**config.mk**
```make
export PLATFORM = sky130hd
export DESIGN_NAME = frame_parser_crc16_check_core
export DESIGN_NICKNAME = d
export VERILOG_FILES = /design/src/hw/rtl/fpcrc_pkg.sv /design/src/hw/rtl/frame_parser_crc16_check_core.sv
export SDC_FILE = /design/constraint.sdc
export NUM_CORES = 1
export LEC_CHECK = 0
export BUFFER_PORTS_ARGS = -buffer_cell sky130_fd_sc_hd__buf_2
export CAP_MARGIN = 10
export CORE_MARGIN = 5
export CORE_UTILIZATION = 59
export CTS_BUF_LIST = sky130_fd_sc_hd__clkbuf_8
export CTS_CLUSTER_SIZE = 8
export DETAILED_ROUTE_END_ITERATION = 8
export PLACE_DENSITY = 0.9
export SKIP_CTS_REPAIR_TIMING = 1
export SYNTH_ARGS = -nofsm -noshare
export SYNTH_HDL_FRONTEND = slang
export SYNTH_SLANG_ARGS = --single-unit
```
**constraint.sdc**
```tcl
create_clock -name clk -period 3.9 [get_ports clk]
set_clock_uncertainty 0.2 [all_clocks]
set_input_delay 0.78 -clock clk [delete_from_list [all_inputs] [get_ports clk]]
set_output_delay 0.78 -clock clk [all_outputs]
set_load 0.005 [all_outputs]
```
**src/hw/rtl/fpcrc_pkg.sv**
```systemverilog
`timescale 1ns / 1ps
// fpcrc_pkg: types, constants and the crc-16/modbus byte update for the frame parser
// used by frame_parser_crc16_check_core; no dependencies

package fpcrc_pkg;

    // largest payload the block supports, capped by the 7-bit length register
    localparam int unsigned PAYLOAD_CEILING = 64;
    localparam int unsigned LIMIT_CAP   = (PAYLOAD_CEILING > 127) ? 127 : PAYLOAD_CEILING;
    localparam logic [7:0]  LIMIT_CAP_B = LIMIT_CAP[7:0];

    localparam logic [15:0] CRC_POLY = 16'hA001;
    localparam logic [15:0] CRC_INIT = 16'hFFFF;

    localparam logic [7:0]  START_BYTE_RST   = 8'hAA;
    localparam logic [6:0]  LENGTH_LIMIT_RST = 7'd64;

    // configuration register indexes
    typedef enum logic [0:0] {
        REG_START_BYTE   = 1'b0,
        REG_LENGTH_LIMIT = 1'b1
    } cfg_reg_t;

    // one-hot parse phases
    typedef enum logic [5:0] {
        PH_HUNT    = 6'b000001,
        PH_CMD     = 6'b000010,
        PH_LEN     = 6'b000100,
        PH_PAYLOAD = 6'b001000,
        PH_CRC_LO  = 6'b010000,
        PH_CRC_HI  = 6'b100000
    } phase_t;

    typedef struct packed {
        logic        payload_valid;
        logic [7:0]  payload_byte;
        logic [5:0]  payload_index;
        logic        frame_done;
        logic        crc_ok;
        logic [7:0]  command;
        logic [6:0]  length;
        logic [15:0] received_crc;
        logic [15:0] computed_crc;
        logic        length_rejected;
    } result_t;

    // reflected crc-16 update, one byte, bit at a time
    function automatic logic [15:0] crc16_byte(input logic [15:0] crc_in,
                                               input logic [7:0]  data);
        logic [15:0] c;
        c = crc_in ^ {8'h00, data};
        for (int i = 0; i < 8; i++)
        begin
            if (c[0])
                c = (c >> 1) ^ CRC_POLY;
            else
                c = c >> 1;
        end
        return c;
    endfunction

endpackage

```
**src/hw/rtl/frame_parser_crc16_check_core.sv**
```systemverilog
`timescale 1ns / 1ps
// frame_parser_crc16_check_core: length-prefixed frame parser with crc-16/modbus check
// depends on fpcrc_pkg
//
// usage:
//   input channel (in_valid / in_ready / rx_byte) carries one received byte per request.
//   output channel (out_valid / out_ready / result fields) carries exactly one result per
//   accepted byte: a payload byte with its index, a frame-done report with both crcs and
//   the verdict, a length-rejected flag, or an all-zero result for framing bytes.
//   frame layout: start byte, command, length, payload (length bytes), crc low, crc high.
//   the crc covers command, length and payload.
//   configuration: cfg_write_en / cfg_index / cfg_data write start_byte (index 0) or
//   length_limit (index 1); write only while the block is idle.
// result timing and throughput:
//   result valid in the cycle after the input request is accepted; one byte per cycle
//   sustained while out_ready stays high. the byte-wise crc update and phase step sit
//   between the parse state and the output register, which sets the cycle time.
// reset: hunting for the start byte, crc at 0xffff, start_byte 0xaa, length_limit 64,
//   output register empty.
// stall: the output register holds its result while out_ready is low; in_ready drops
//   only when that register is full and not being drained, so nothing is lost.

module frame_parser_crc16_check_core
    import fpcrc_pkg::*;
(
    input  logic        clk,
    input  logic        rst_n,

    input  logic        cfg_write_en,
    input  logic [0:0]  cfg_index,
    input  logic [7:0]  cfg_data,

    input  logic        in_valid,
    output logic        in_ready,
    input  logic [7:0]  rx_byte,

    output logic        out_valid,
    input  logic        out_ready,
    output logic        payload_valid,
    output logic [7:0]  payload_byte,
    output logic [5:0]  payload_index,
    output logic        frame_done,
    output logic        crc_ok,
    output logic [7:0]  command,
    output logic [6:0]  length,
    output logic [15:0] received_crc,
    output logic [15:0] computed_crc,
    output logic        length_rejected
);

    // configuration registers
    logic [7:0]  start_byte_reg;
    logic [6:0]  length_limit_reg;

    // parse state
    phase_t      phase_reg,      phase_next;
    logic [15:0] crc_reg,        crc_next;
    logic [7:0]  command_reg,    command_next;
    logic [6:0]  held_len_reg,   held_len_next;
    logic [6:0]  count_reg,      count_next;
    logic [7:0]  crc_lo_reg,     crc_lo_next;

    // output register
    logic        out_valid_reg;
    result_t     result_reg,     result_next;

    logic        accept;
    logic [15:0] crc_upd;
    logic [7:0]  eff_limit;
    logic [6:0]  count_inc;
    logic [15:0] rx_crc;

    // output register takes a new result whenever it is empty or being drained
    assign in_ready = !out_valid_reg || out_ready;
    assign accept   = in_valid && in_ready;

    assign crc_upd   = crc16_byte(crc_reg, rx_byte);
    // effective limit is the smaller of the register and the supported maximum
    assign eff_limit = ({1'b0, length_limit_reg} > LIMIT_CAP_B) ? LIMIT_CAP_B
                                                                : {1'b0, length_limit_reg};
    assign count_inc = count_reg + 7'd1;
    assign rx_crc    = {rx_byte, crc_lo_reg};

    always_comb
    begin
        phase_next    = phase_reg;
        crc_next      = crc_reg;
        command_next  = command_reg;
        held_len_next = held_len_reg;
        count_next    = count_reg;
        crc_lo_next   = crc_lo_reg;
        result_next   = '0;

        case (phase_reg)
            PH_CMD:
            begin
                command_next = rx_byte;
                crc_next     = crc_upd;
                phase_next   = PH_LEN;
            end
            PH_LEN:
            begin
                if (rx_byte > eff_limit)
                begin
                    // oversize length: drop the frame, byte is not a start candidate
                    result_next.length_rejected = 1'b1;
                    phase_next                  = PH_HUNT;
                end
                else
                begin
                    held_len_next = rx_byte[6:0];
                    count_next    = '0;
                    crc_next      = crc_upd;
                    phase_next    = (rx_byte == 8'd0) ? PH_CRC_LO : PH_PAYLOAD;
                end
            end
            PH_PAYLOAD:
            begin
                result_next.payload_valid = 1'b1;
                result_next.payload_byte  = rx_byte;
                result_next.payload_index = count_reg[5:0];
                crc_next                  = crc_upd;
                count_next                = count_inc;
                if (count_inc >= held_len_reg)
                    phase_next = PH_CRC_LO;
            end
            PH_CRC_LO:
            begin
                crc_lo_next = rx_byte;
                phase_next  = PH_CRC_HI;
            end
            PH_CRC_HI:
            begin
                result_next.frame_done   = 1'b1;
                result_next.crc_ok       = (rx_crc == crc_reg);
                result_next.command      = command_reg;
                result_next.length       = held_len_reg;
                result_next.received_crc = rx_crc;
                result_next.computed_crc = crc_reg;
                phase_next               = PH_HUNT;
            end
            default:
            begin
                // hunting, and any code outside the phase set
                if (rx_byte == start_byte_reg)
                begin
                    crc_next   = CRC_INIT;
                    count_next = '0;
                    phase_next = PH_CMD;
                end
                else
                begin
                    phase_next = PH_HUNT;
                end
            end
        endcase
    end

    // configuration writes
    always_ff @(posedge clk or negedge rst_n)
    begin
        if (!rst_n)
        begin
            start_byte_reg   <= START_BYTE_RST;
            length_limit_reg <= LENGTH_LIMIT_RST;
        end
        else if (cfg_write_en)
        begin
            case (cfg_index)
                REG_START_BYTE:   start_byte_reg   <= cfg_data;
                REG_LENGTH_LIMIT: length_limit_reg <= cfg_data[6:0];
                default:          ;
            endcase
        end
    end

    // parse state advances on each accepted byte
    always_ff @(posedge clk or negedge rst_n)
    begin
        if (!rst_n)
        begin
            phase_reg    <= PH_HUNT;
            crc_reg      <= CRC_INIT;
            command_reg  <= '0;
            held_len_reg <= '0;
            count_reg    <= '0;
            crc_lo_reg   <= '0;
        end
        else if (accept)
        begin
            phase_reg    <= phase_next;
            crc_reg      <= crc_next;
            command_reg  <= command_next;
            held_len_reg <= held_len_next;
            count_reg    <= count_next;
            crc_lo_reg   <= crc_lo_next;
        end
    end

    // output register valid
    always_ff @(posedge clk or negedge rst_n)
    begin
        if (!rst_n)
            out_valid_reg <= 1'b0;
        else if (accept)
            out_valid_reg <= 1'b1;
        else if (out_ready)
            out_valid_reg <= 1'b0;
    end

    // output payload, no reset needed
    always_ff @(posedge clk)
    begin
        if (accept)
            result_reg <= result_next;
    end

    assign out_valid       = out_valid_reg;
    assign payload_valid   = result_reg.payload_valid;
    assign payload_byte    = result_reg.payload_byte;
    assign payload_index   = result_reg.payload_index;
    assign frame_done      = result_reg.frame_done;
    assign crc_ok          = result_reg.crc_ok;
    assign command         = result_reg.command;
    assign length          = result_reg.length;
    assign received_crc    = result_reg.received_crc;
    assign computed_crc    = result_reg.computed_crc;
    assign length_rejected = result_reg.length_rejected;

endmodule

```
==> run_results.csv, run 1 <==
group,metric,value,unit
yosys,synth_cell_types,46,
sta,rsz0062_at_grt,"false",
yosys,syn_inst,474,
grt,grt_util_all_layers,21.65,%
routing,wl_per_cell,17.93,um
clock_network,cts_tree,"yes",
worst_setup_path,cp_data_arrival_time,3.06,ns
yosys,synth.avg_cell_area,12.88,um2
routing,vias,3973,
floorplan,die_w,111.7,um
clock_network,clk_pin_slew,0.08,ns
hold_path,hp-class,"input port to asynchronous set/reset pin",
grt,antenna_found_initial,0,
clock_network,clockBufferDepth,2,
yosys,syn_nets,511,
grt,grt_pass1_wl,21.34,mm
grt,grt_pass1_vias,4265,
floorplan,io_pins,89,
yosys,netlist_top_cells_area,"edfxtp_1 32%, dfrtp_1 19%, dfstp_2 9.5%, mux2_2 5.9%, and3_1 4.9%",
worst_setup_path,r2r_slack,0.96,ns
sta,tns,0,ns
grt,grt_overflow,0,
sta,setup_violations,0,
yosys,seq_area_frac_synth,60.29,%
sta,final.setup.worst_slack,0.9646,ns
worst_setup_path,path_class,"flop to flop",
clock_network,root_buffer,"clkbuf_8",
finish,diodes,0,
worst_setup_path,crit_chain,"inv_1 > ha_1 > nand3_2 > or4_4 > o31ai_4 > o211ai_4 > a311o_1 > a32o_1",
placed_design,dp_hpwl,8.957,mm
yosys,yosysWarnings,0,
routing,routed_wl,12.77,mm
job,cap_violations,0,
sta,worstMarginPinSlew,0.8246,ns
sta,drv_slew,0,
routing,drt_iter0_drc,155,
placed_design,gp_congestion,0.8393,
placed_design,place_ws,0.6510,ns
sta,post-route-period-util,75.27,%
yosys,yosysTopAreaCell,"edfxtp_1",
pwr,ir_drop,241.9,uV
outcome,status,"finished clean",
worst_setup_path,worstSetupStartpointType,"flop",
worst_setup_path,cp_slowest_stage_delay,0.55,ns
routing,vias_per_cell,5.580,
floorplan,die_area,12480,um2
sta,finalCriticalPeriod,2.935,ns
yosys,synthArstFlopShare,51.13,%
worst_setup_path,setup.worst_path.end_class,"flop",
clock_network,cts_sinks,133,
yosys,ys_seq_elements,133,
sta,slew_headroom,45.03,%
floorplan,die_height,111.7,um
sta,finalHoldWorstSlack,0.2381,ns
floorplan,fp.coreArea,10230,um2
routing,firstDrtPassIters,5,
finish,fin_util,68.97,%
clock_network,cts_buffers,17,
worst_setup_path,critPathRequiredTime,4.02,ns
finish,syn_to_final_growth,15.57,%
finish,drive_above_1_share,33.68,%
sta,finalHoldViolCount,0,
grt,grt_max_degree,49,
worst_setup_path,cp-startpoint,"length_limit_reg[6]",
worst_setup_path,r2r-start,"length_limit_reg[6]",
floorplan,fp-row-count,37,
sta,max_freq,0.3407,GHz
routing,drtAntennaViolNets,0,
routing,drcViolationCount,0,
clock_network,cts-htree-levels,4,
pwr,leakage,3.176,nW
pwr,fin_total_pwr,3.549,mW
finish,fin_nets,600,
floorplan,start_util,59.68,%
yosys,synth_top_area_share,31.97,%
clock_network,clk_latency,0.44,ns
yosys,netlist_area,6106,um2
placed_design,io_buffers,88,
yosys,synth_ff_type,"edfxtp_1",
yosys,synth_edf_count,65,
pwr,powerDensity,502.9,nW/um2
worst_setup_path,critPathMaxFanout,10,
worst_setup_path,slowest_stage,"dfstp_2",
==> per-layer routing <==
layer / global-route usage, % / up-vias / wire length, um
li1: - / 1858 / -
met1: 26.30 / 1966 / 5294
met2: 35.73 / 124 / 6469
met3: 6.196 / 25 / 690
met4: 10.30 / 0 / 312
met5: 0 / - / 0
==> critical path, delay by kind of cell (launching register included) <==
kind | cells | cell delay, ns
DFF | 1 | 0.55
AOI/OAI and AO/OA | 4 | 0.95
adders and majority gates | 1 | 0.36
buffers and inverters | 1 | 0.10
and+or+nand+nor | 2 | 0.64
==> cell usage in the layout, fill, tap and decap left out, types with 2 or more instances in the layout <==
master     netlist  layout
nand4_1          4       4
edfxtp_1        65      65
nand2b_1         6       6
xor2_2           3       3
ha_1            15      15
nor4_1           6       6
xnor2_2          2       2
dfstp_2         22      22
clkbuf_8         0      18
xor2_1          20      20
a32o_1           2       2
buf_4            3       5
mux2_2          32      32
nor2_1          23      22
nor3_1           2       2
and2_1          11      11
o21ai_1         11      11
buf_2            5      88
and3_1          48      48
inv_1           14      15
inv_2            2       2
a21oi_1         13      13
nand2_1         32      32
a211oi_1         2       2
o21a_1           2       2
o211ai_1         2       2
clkinv_4         0       3
xnor2_1         24      24
dfrtp_1         46      46
o21ai_0          8       8
clkinv_2         0       5
o22a_1           8       8
nor2b_1          6       6
nand3_1          6       6
bufinv_16        0       3
==> through the flow <==
| step | instance area, um2 | cells |
|---|---|---|
| after CTS | 7057 | 712 |
| after global placement | 6649 | 680 |
| final | 7057 | 712 |
| after floorplan | 6107 | 474 |
| after global routing | 7057 | 712 |
| after detailed placement | 6649 | 680 |
==> final timing paths <==
| path | end | cells after the start |
|---|---|---|
| max | count_reg[3] | 8 |
| min reg2reg | command_reg[0] | 2 |
| min | count_reg[0] | 1 |
| max in group asynchronous | crc_reg[0] | 2 |
| max reg2reg | count_reg[3] | 8 |
| min in group clk | command_reg[0] | 2 |
==> synth_stat cells (6+ instances only) <==
| master | n |
|---|---|
| o21ai_0 | 8 |
| and2_1 | 11 |
| nor2_1 | 23 |
| o21ai_1 | 11 |
| mux2_2 | 32 |
| and3_1 | 48 |
| xor2_1 | 20 |
| nor2b_1 | 6 |
| a21oi_1 | 13 |
| o22a_1 | 8 |
| edfxtp_1 | 65 |
| clkbuf_1 | 12 |
| xnor2_1 | 24 |
| nor4_1 | 6 |
| dfstp_2 | 22 |
| inv_1 | 14 |
| nand2_1 | 32 |
| dfrtp_1 | 46 |
| ha_1 | 15 |
| nand2b_1 | 6 |
| nand3_1 | 6 |
==> logic make-up after synthesis <==
family	share of synthesized area, %
AND/OR/NAND/NOR	13.12
buffers and inverters	3.299
AO/OA/AOI/OAI	6.106
XOR/XNOR	8.033
multiplexers	6.086
adder cells (fa/ha/maj)	3.074
flip-flops	60.29
==> area by class of cell <==
class	count	area, um2
repair buffers	94	498.0
clock inverters	14	160.2
flip-flops and latches	133	3681
clock buffers	18	247.7
fillers	714	3174
well taps	136	170.2
inverters	17	65.06
multi-input cells	300	2235
==> where the power goes <==
part / leakage [nW] / internal (mW) / switching (mW)
clock: 0.211 / 0.644 / 0.532
combinational: 1.50 / 0.303 / 0.300
sequential: 1.46 / 1.64 / 0.127
Note: power is estimated with default switching activity, not from simulation.
==> inputs of run 2 (changes only) <==
--- a/config.mk
+++ b/config.mk
@@ -5,14 +5,15 @@
 export SDC_FILE = /design/constraint.sdc
 export NUM_CORES = 1
 export LEC_CHECK = 0
+export ABC_AREA = 1
 export BUFFER_PORTS_ARGS = -buffer_cell sky130_fd_sc_hd__buf_2
 export CAP_MARGIN = 10
 export CORE_MARGIN = 5
-export CORE_UTILIZATION = 59
+export CORE_UTILIZATION = 54
 export CTS_BUF_LIST = sky130_fd_sc_hd__clkbuf_8
 export CTS_CLUSTER_SIZE = 8
 export DETAILED_ROUTE_END_ITERATION = 8
-export PLACE_DENSITY = 0.9
+export PLACE_DENSITY = 0.87
 export SKIP_CTS_REPAIR_TIMING = 1
 export SYNTH_ARGS = -nofsm -noshare
 export SYNTH_HDL_FRONTEND = slang
==> constraint.sdc (replaced) <==
create_clock -name clk -period 2.5 [get_ports clk]
set_clock_uncertainty 0.2 [all_clocks]
set_input_delay 0.5 -clock clk [delete_from_list [all_inputs] [get_ports clk]]
set_output_delay 0.5 -clock clk [all_outputs]
set_load 0.005 [all_outputs]
==> run 2 against run 1 <==
Effect of this change: total power up 97%; flip-flop and latch count did not move; routed wire length rose by 25%; cell count grew 28%; utilization shrank 1.6 points; global-route usage grew 0.32 points; sequential share of layout area shrank 4.3 points; clock power increased by 42%; largest cell class unchanged.
==> run_results.csv, run 2 <==
group,metric,value,unit
clock_network,root_buffer,"clkbuf_8",
worst_setup_path,rr_worst_depth,14,
pwr,powerDensity,909.8,nW/um2
sta,drv_slew,0,
yosys,yosysWarnings,0,
sta,setup_violations,0,
floorplan,fp.coreArea,11420,um2
worst_setup_path,crit_buf_inv,2,
worst_setup_path,setup.worst_path.end_class,"flop",
sta,finalHoldWorstSlack,0.07497,ns
sta,worstMarginPinSlew,0.6921,ns
finish,design_area,7696,um2
yosys,synthArstFlopShare,51.13,%
yosys,synth_cell_types,44,
worst_setup_path,critPathMaxFanout,4,
placed_design,gp_congestion,0.9377,
floorplan,start_util,55.01,%
routing,drcViolationCount,0,
hold_path,hp-class,"input port to flop",
pwr,fin_total_pwr,7.002,mW
finish,final_common_cell,"nand2_1",
placed_design,place_area,7083,um2
clock_network,cts_buffers,17,
routing,routed_wl,15.99,mm
worst_setup_path,worstSetupStartpointType,"flop",
pwr,ir_drop,455.5,uV
worst_setup_path,path_depth,14,
sta,finalCriticalPeriod,2.427,ns
yosys,yosys-top-cells-count,"134 x nand2_1, 81 x inv_1, 81 x nor2_1",
yosys,synth_ff_type,"edfxtp_1",
outcome,status,"finished clean",
floorplan,die_area,13890,um2
sta,max_freq,0.4121,GHz
sta,finalHoldViolCount,0,
clock_network,clk_latency,0.45,ns
finish,diodes,0,
floorplan,io_pins,89,
floorplan,die_height,117.9,um
finish,drive_above_1_share,33.12,%
worst_setup_path,cp_slowest_stage_delay,0.44,ns
worst_setup_path,slowest_stage,"dfrtp_1",
clock_network,cts_sinks,133,
grt,grt_pass1_wl,24.38,mm
yosys,syn_inst,631,
worst_setup_path,critPathRequiredTime,2.69,ns
grt,grt_overflow,0,
floorplan,fp-row-count,39,
placed_design,dp.cells,870,
finish,fin_nets,794,
routing,drtAntennaViolNets,0,
clock_network,clk_pin_slew,0.08,ns
placed_design,io_buffers,88,
yosys,netlist_top_cells_area,"edfxtp_1 31%, dfrtp_1 18%, dfstp_2 9.2%, nand2_1 8.0%, inv_1 4.8%",
grt,grt_pass1_vias,4987,
finish,num-fill-cells,803,
grt,antenna_found_initial,0,
yosys,syn_nets,668,
finish,syn_to_final_growth,22.53,%
finish,fin_util,67.40,%
placed_design,dp_hpwl,11.14,mm
grt,grt_max_degree,36,
sta,post-route-period-util,97.07,%
worst_setup_path,cp_data_arrival_time,2.61,ns
yosys,synth_top_area_share,31.08,%
routing,vias_per_cell,5.535,
sta,rsz0062_at_grt,"true",
floorplan,die_w,117.9,um
clock_network,clockBufferDepth,2,
yosys,synth_most_common_cell,"nand2_1",
worst_setup_path,critical-path-top-delay-family,"simple AND/OR/NAND/NOR gates",
worst_setup_path,crit_chain,"ha_4 > nand2_4 > nor2_4 > nand3_1 > xor2_1 > inv_1 > ha_1 > a211oi_2 > nand2_2 > nand2_4 > buf_6 > nor2_4 > nand2_1 > nand2_1",
job,cap_violations,0,
finish,stdcell_count,913,
yosys,netlist_area,6281,um2
yosys,yosysTopAreaCell,"edfxtp_1",
clock_network,cts_tree,"yes",
finish,layout_common_cells,"124 x nand2_1, 88 x buf_2, 76 x inv_1",
yosys,ys_seq_elements,133,
yosys,synth.avg_cell_area,9.954,um2
yosys,synth_edf_count,65,
worst_setup_path,path_class,"flop to flop",
routing,firstDrtPassIters,6,
yosys,seq_area_frac_synth,58.61,%
routing,drt_iter0_drc,514,
clock_network,cts-htree-levels,4,
routing,wl_per_cell,17.52,um
pwr,leakage,3.565,nW
grt,grt_util_all_layers,21.98,%
routing,vias,5053,
hold_path,min_path_cells,2,
sta,slew_headroom,53.86,%
==> run 2: cell types whose count changed after synthesis, moves of 8 or more <==
| cell | before | now |
|---|---|---|
| nor2_1 | 23 | 81 |
| xnor2_1 | 24 | 3 |
| a22oi_2 | 0 | 10 |
| o21ai_0 | 8 | 38 |
| and2_1 | 11 | 0 |
| o22a_1 | 8 | 0 |
| mux2_2 | 32 | 1 |
| nand3_1 | 6 | 21 |
| and3_1 | 48 | 0 |
| inv_1 | 14 | 81 |
| a21oi_1 | 13 | 3 |
| nand2_2 | 0 | 10 |
| nand2_1 | 32 | 134 |
==> run 2: power breakdown <==
part           switching, mW  internal [mW]
Combinational           1.42          0.858
Sequential             0.290           2.76
Clock                  0.951          0.722
Total                   2.66           4.34
==> run 2: metrics by stage <==
stage | TNS (ns) | setup slack, ns
CTS | -0.7548 | -0.1061
finish | 0 | 0.07326
global route | -0.08002 | -0.04644
global placement | 0 | 0.02724
detailed placement | -0.2955 | -0.05020
floorplan | -0.03697 | -0.01295
==> run 2: worst register-to-register path, cell delays in order (launching register included) <==
cell and delay (ns):
dfrtp_1 0.44, ha_4 0.18, nand2_4 0.07, nor2_4 0.12, nand3_1 0.10, xor2_1 0.13, inv_1 0.08, ha_1 0.31
a211oi_2 0.23, nand2_2 0.11, nand2_4 0.11, buf_6 0.13, nor2_4 0.04, nand2_1 0.07, nand2_1 0.05
==> run 2: path summary, 6_finish.rpt <==
check | from | slack [ns] | to
max | count_reg[0] | 0.07 | phase_reg[0]
min | cfg_data[7] | 0.07 | start_byte_reg[7]
max reg2reg | count_reg[0] | 0.07 | phase_reg[0]
min reg2reg | length_limit_reg[1] | 0.29 | length_limit_reg[1]
max in group asynchronous | rst_n | 0.98 | command_reg[4]
min in group asynchronous | rst_n | 0.41 | count_reg[2]
==> run 2: kinds of logic (layout without fill, tap and decap cells) <==
group | count (synthesis) | after routing | share of synthesized area, %
simple gates | 274 | 276 | 20.02
flops | 133 | 133 | 58.61
buf+inv | 104 | 241 | 6.853
compound gates | 85 | 85 | 8.705
xor+xnor | 19 | 19 | 2.649
fa+ha+maj | 15 | 15 | 2.988
mux | 1 | 1 | 0.1793
==> run 2: per-layer routing <==
layer / wire, um / track usage, % / vias to the layer above / share of wire (%)
met2: 8044 / 36.39 / 287 / 50
met4: 574 / 10.47 / 0 / 3.6
met3: 1481 / 5.959 / 57 / 9.3
li1: - / - / 2328 / -
met5: 0 / 0 / - / 0
met1: 5891 / 26.64 / 2381 / 37
==> run 2: area by class of cell <==
| class | count | area, um2 | area share [%] |
|---|---|---|---|
| clock inverters | 15 | 136.4 | 1.772 |
| inverters | 89 | 352.8 | 4.585 |
| multi-input cells | 396 | 2376 | 30.87 |
| clock buffers | 17 | 234.0 | 3.040 |
| repair buffers | 120 | 737.0 | 9.576 |
| well taps | 143 | 178.9 | 2.325 |
| flip-flops and latches | 133 | 3681 | 47.83 |
==> inputs of run 3 (changes only) <==
--- a/config.mk
+++ b/config.mk
@@ -13,7 +13,7 @@
 export CTS_BUF_LIST = sky130_fd_sc_hd__clkbuf_8
 export CTS_CLUSTER_SIZE = 8
 export DETAILED_ROUTE_END_ITERATION = 8
-export PLACE_DENSITY = 0.87
+export PLACE_DENSITY_LB_ADDON = 0.3
 export SKIP_CTS_REPAIR_TIMING = 1
 export SYNTH_ARGS = -nofsm -noshare
 export SYNTH_HDL_FRONTEND = slang
==> run 3 against run 2 <==
Effect of this change: cell area is 0.73% lower; combinational power fell by 8.8%; register-to-register slack worse by 0.04 ns; maximum frequency fell by 1.5%; total power increased by 0.74%; non-clock buffer count is 3 lower.
==> run_results.csv, run 3 (synthesis gave the netlist of run 2 again) <==
group,metric,value,unit
hold_path,min_path_cells,2,
pwr,leakage,3.565,nW
hold_path,min_to,"start_byte_reg[7]",
placed_design,dp_hpwl,10.91,mm
worst_setup_path,r2r-start,"length_limit_reg[6]",
routing,wl_per_cell,16.54,um
hold_path,worstHoldStart,"cfg_data[7]",
floorplan,die_area,13890,um2
finish,fin_nets,789,
routing,vias,4931,
sta,worstMarginPinSlew,0.7795,ns
placed_design,gp_congestion,0.9500,
clock_network,clockBufferDepth,2,
clock_network,root_buffer,"clkbuf_8",
floorplan,die_w,117.9,um
sta,setup_violations,0,
sta,finalHoldViolCount,0,
floorplan,io_pins,89,
sta,drv_slew,0,
finish,layout_common_cells,"127 x nand2_1, 88 x buf_2, 78 x nor2_1",
job,cap_violations,0,
worst_setup_path,r2r_slack,0.04,ns
pwr,powerDensity,923.3,nW/um2
placed_design,dp.cells,869,
floorplan,fp.coreArea,11420,um2
sta,post-route-period-util,98.51,%
floorplan,fp-row-count,39,
outcome,status,"finished clean",
floorplan,die_height,117.9,um
sta,slew_headroom,48.03,%
grt,antenna_found_initial,0,
worst_setup_path,cp_data_arrival_time,2.62,ns
placed_design,place_ws,-0.04335,ns
floorplan,start_util,55.01,%
worst_setup_path,reg2reg_to,"crc_reg[4]",
worst_setup_path,crit_chain,"inv_2 > nand2_2 > ha_4 > a21o_1 > a211oi_2 > o21ai_2 > nand3_4 > nand2_4 > nor2_4 > buf_6 > a22oi_1",
worst_setup_path,rr_worst_depth,11,
worst_setup_path,setup.worst_path.end_class,"flop",
clock_network,clk_pin_slew,0.08,ns
clock_network,cts-htree-levels,4,
grt,grt_util_all_layers,21.89,%
finish,final_common_cell,"nand2_1",
finish,multi_input_comb_area,2293,um2
worst_setup_path,slowest_stage,"dfstp_2",
clock_network,cts_tree,"yes",
pwr,fin_total_pwr,7.054,mW
finish,regArea,3681,um2
worst_setup_path,critPathMaxFanout,7,
hold_path,hp-class,"input port to flop",
clock_network,cts_buffers,17,
placed_design,io_buffers,88,
sta,max_freq,0.4061,GHz
grt,grt_max_degree,63,
worst_setup_path,path_class,"flop to flop",
routing,drtAntennaViolNets,0,
sta,finalCriticalPeriod,2.463,ns
pwr,ir_drop,567.9,uV
routing,vias_per_cell,5.431,
clock_network,clk_latency,0.45,ns
routing,routed_wl,15.02,mm
finish,drive_above_1_share,31.50,%
grt,grt_pass1_wl,24.37,mm
sta,final.setup.worst_slack,0.03736,ns
routing,firstDrtPassIters,6,
routing,drt_iter0_drc,535,
finish,syn_to_final_growth,21.63,%
worst_setup_path,cp_slowest_stage_delay,0.55,ns
routing,drcViolationCount,0,
finish,stdcell_count,908,
grt,grt_overflow,0,
grt,grt_pass1_vias,5040,
finish,diodes,0,
worst_setup_path,worstSetupStartpointType,"flop",
worst_setup_path,critPathRequiredTime,2.66,ns
clock_network,cts_sinks,133,
finish,num-fill-cells,905,
[run 3: changes by cell type in the layout (fill, tap and decap cells not counted), sizes merged]
cell and change:
buf -3, bufinv +3, clkinv -1, clkinvlp -2, nand3 -1, nor2 -1
[run 3: metal layers]
metal	track usage, %	routed length [um]
met1	26.33	5857
met5	0	0
met4	8.746	426
met3	6.487	1096
met2	36.92	7638
[run 3: worst max-delay path, delay by kind of cell, from the launching register on]
kind / cells / cell delay, ns
AO/OA/AOI/OAI: 4 / 0.66
adder cells (fa/ha/maj): 1 / 0.20
buffers and inverters: 2 / 0.24
flip-flops: 1 / 0.55
AND/OR/NAND/NOR: 4 / 0.54
[run 3: stage by stage]
stage           TNS, ns  utilization, %  area (um2)  hold slack [ns]
2_1_floorplan  -0.03697               -        6372         0.004409
3_3_place_gp          0           61.86        7063           0.2700
3_5_place_dp    -0.1808           61.86        7063           0.2733
4_1_cts         -0.4843           65.59        7490          -0.1380
5_1_grt         -0.6964           66.91        7640          0.06435
6_report              0           66.91        7640          0.08746
[run 3: worst max path at each step]
stage                         from      endpoint  slack (ns)  cells past startpoint
2_1_floorplan            out_ready  count_reg[4]       -0.01                      9
3_3_place_gp            rx_byte[5]    crc_reg[5]        0.02                     10
3_5_place_dp   length_limit_reg[6]  count_reg[0]       -0.04                     11
4_1_cts        length_limit_reg[6]  count_reg[0]       -0.07                     11
5_1_grt               count_reg[0]  phase_reg[5]       -0.05                     15
6_report       length_limit_reg[6]    crc_reg[4]        0.04                     11
[run 3: cell type report]
| type | count | area share, % |
|---|---|---|
| flip-flops and latches | 133 | 48.18 |
| multi-input cells | 394 | 30.02 |
| repair buffers | 117 | 9.286 |
| inverters | 89 | 4.586 |
| clock buffers | 17 | 3.063 |
| clock inverters | 15 | 2.522 |
| well taps | 143 | 2.342 |
[run 3: power breakdown]
group          switching (mW)  internal, mW  leakage (nW)  total (mW)
combinational            1.30         0.786          1.88        2.08
clock                   0.919          1.01         0.214        1.93
sequential              0.276          2.76          1.47        3.04
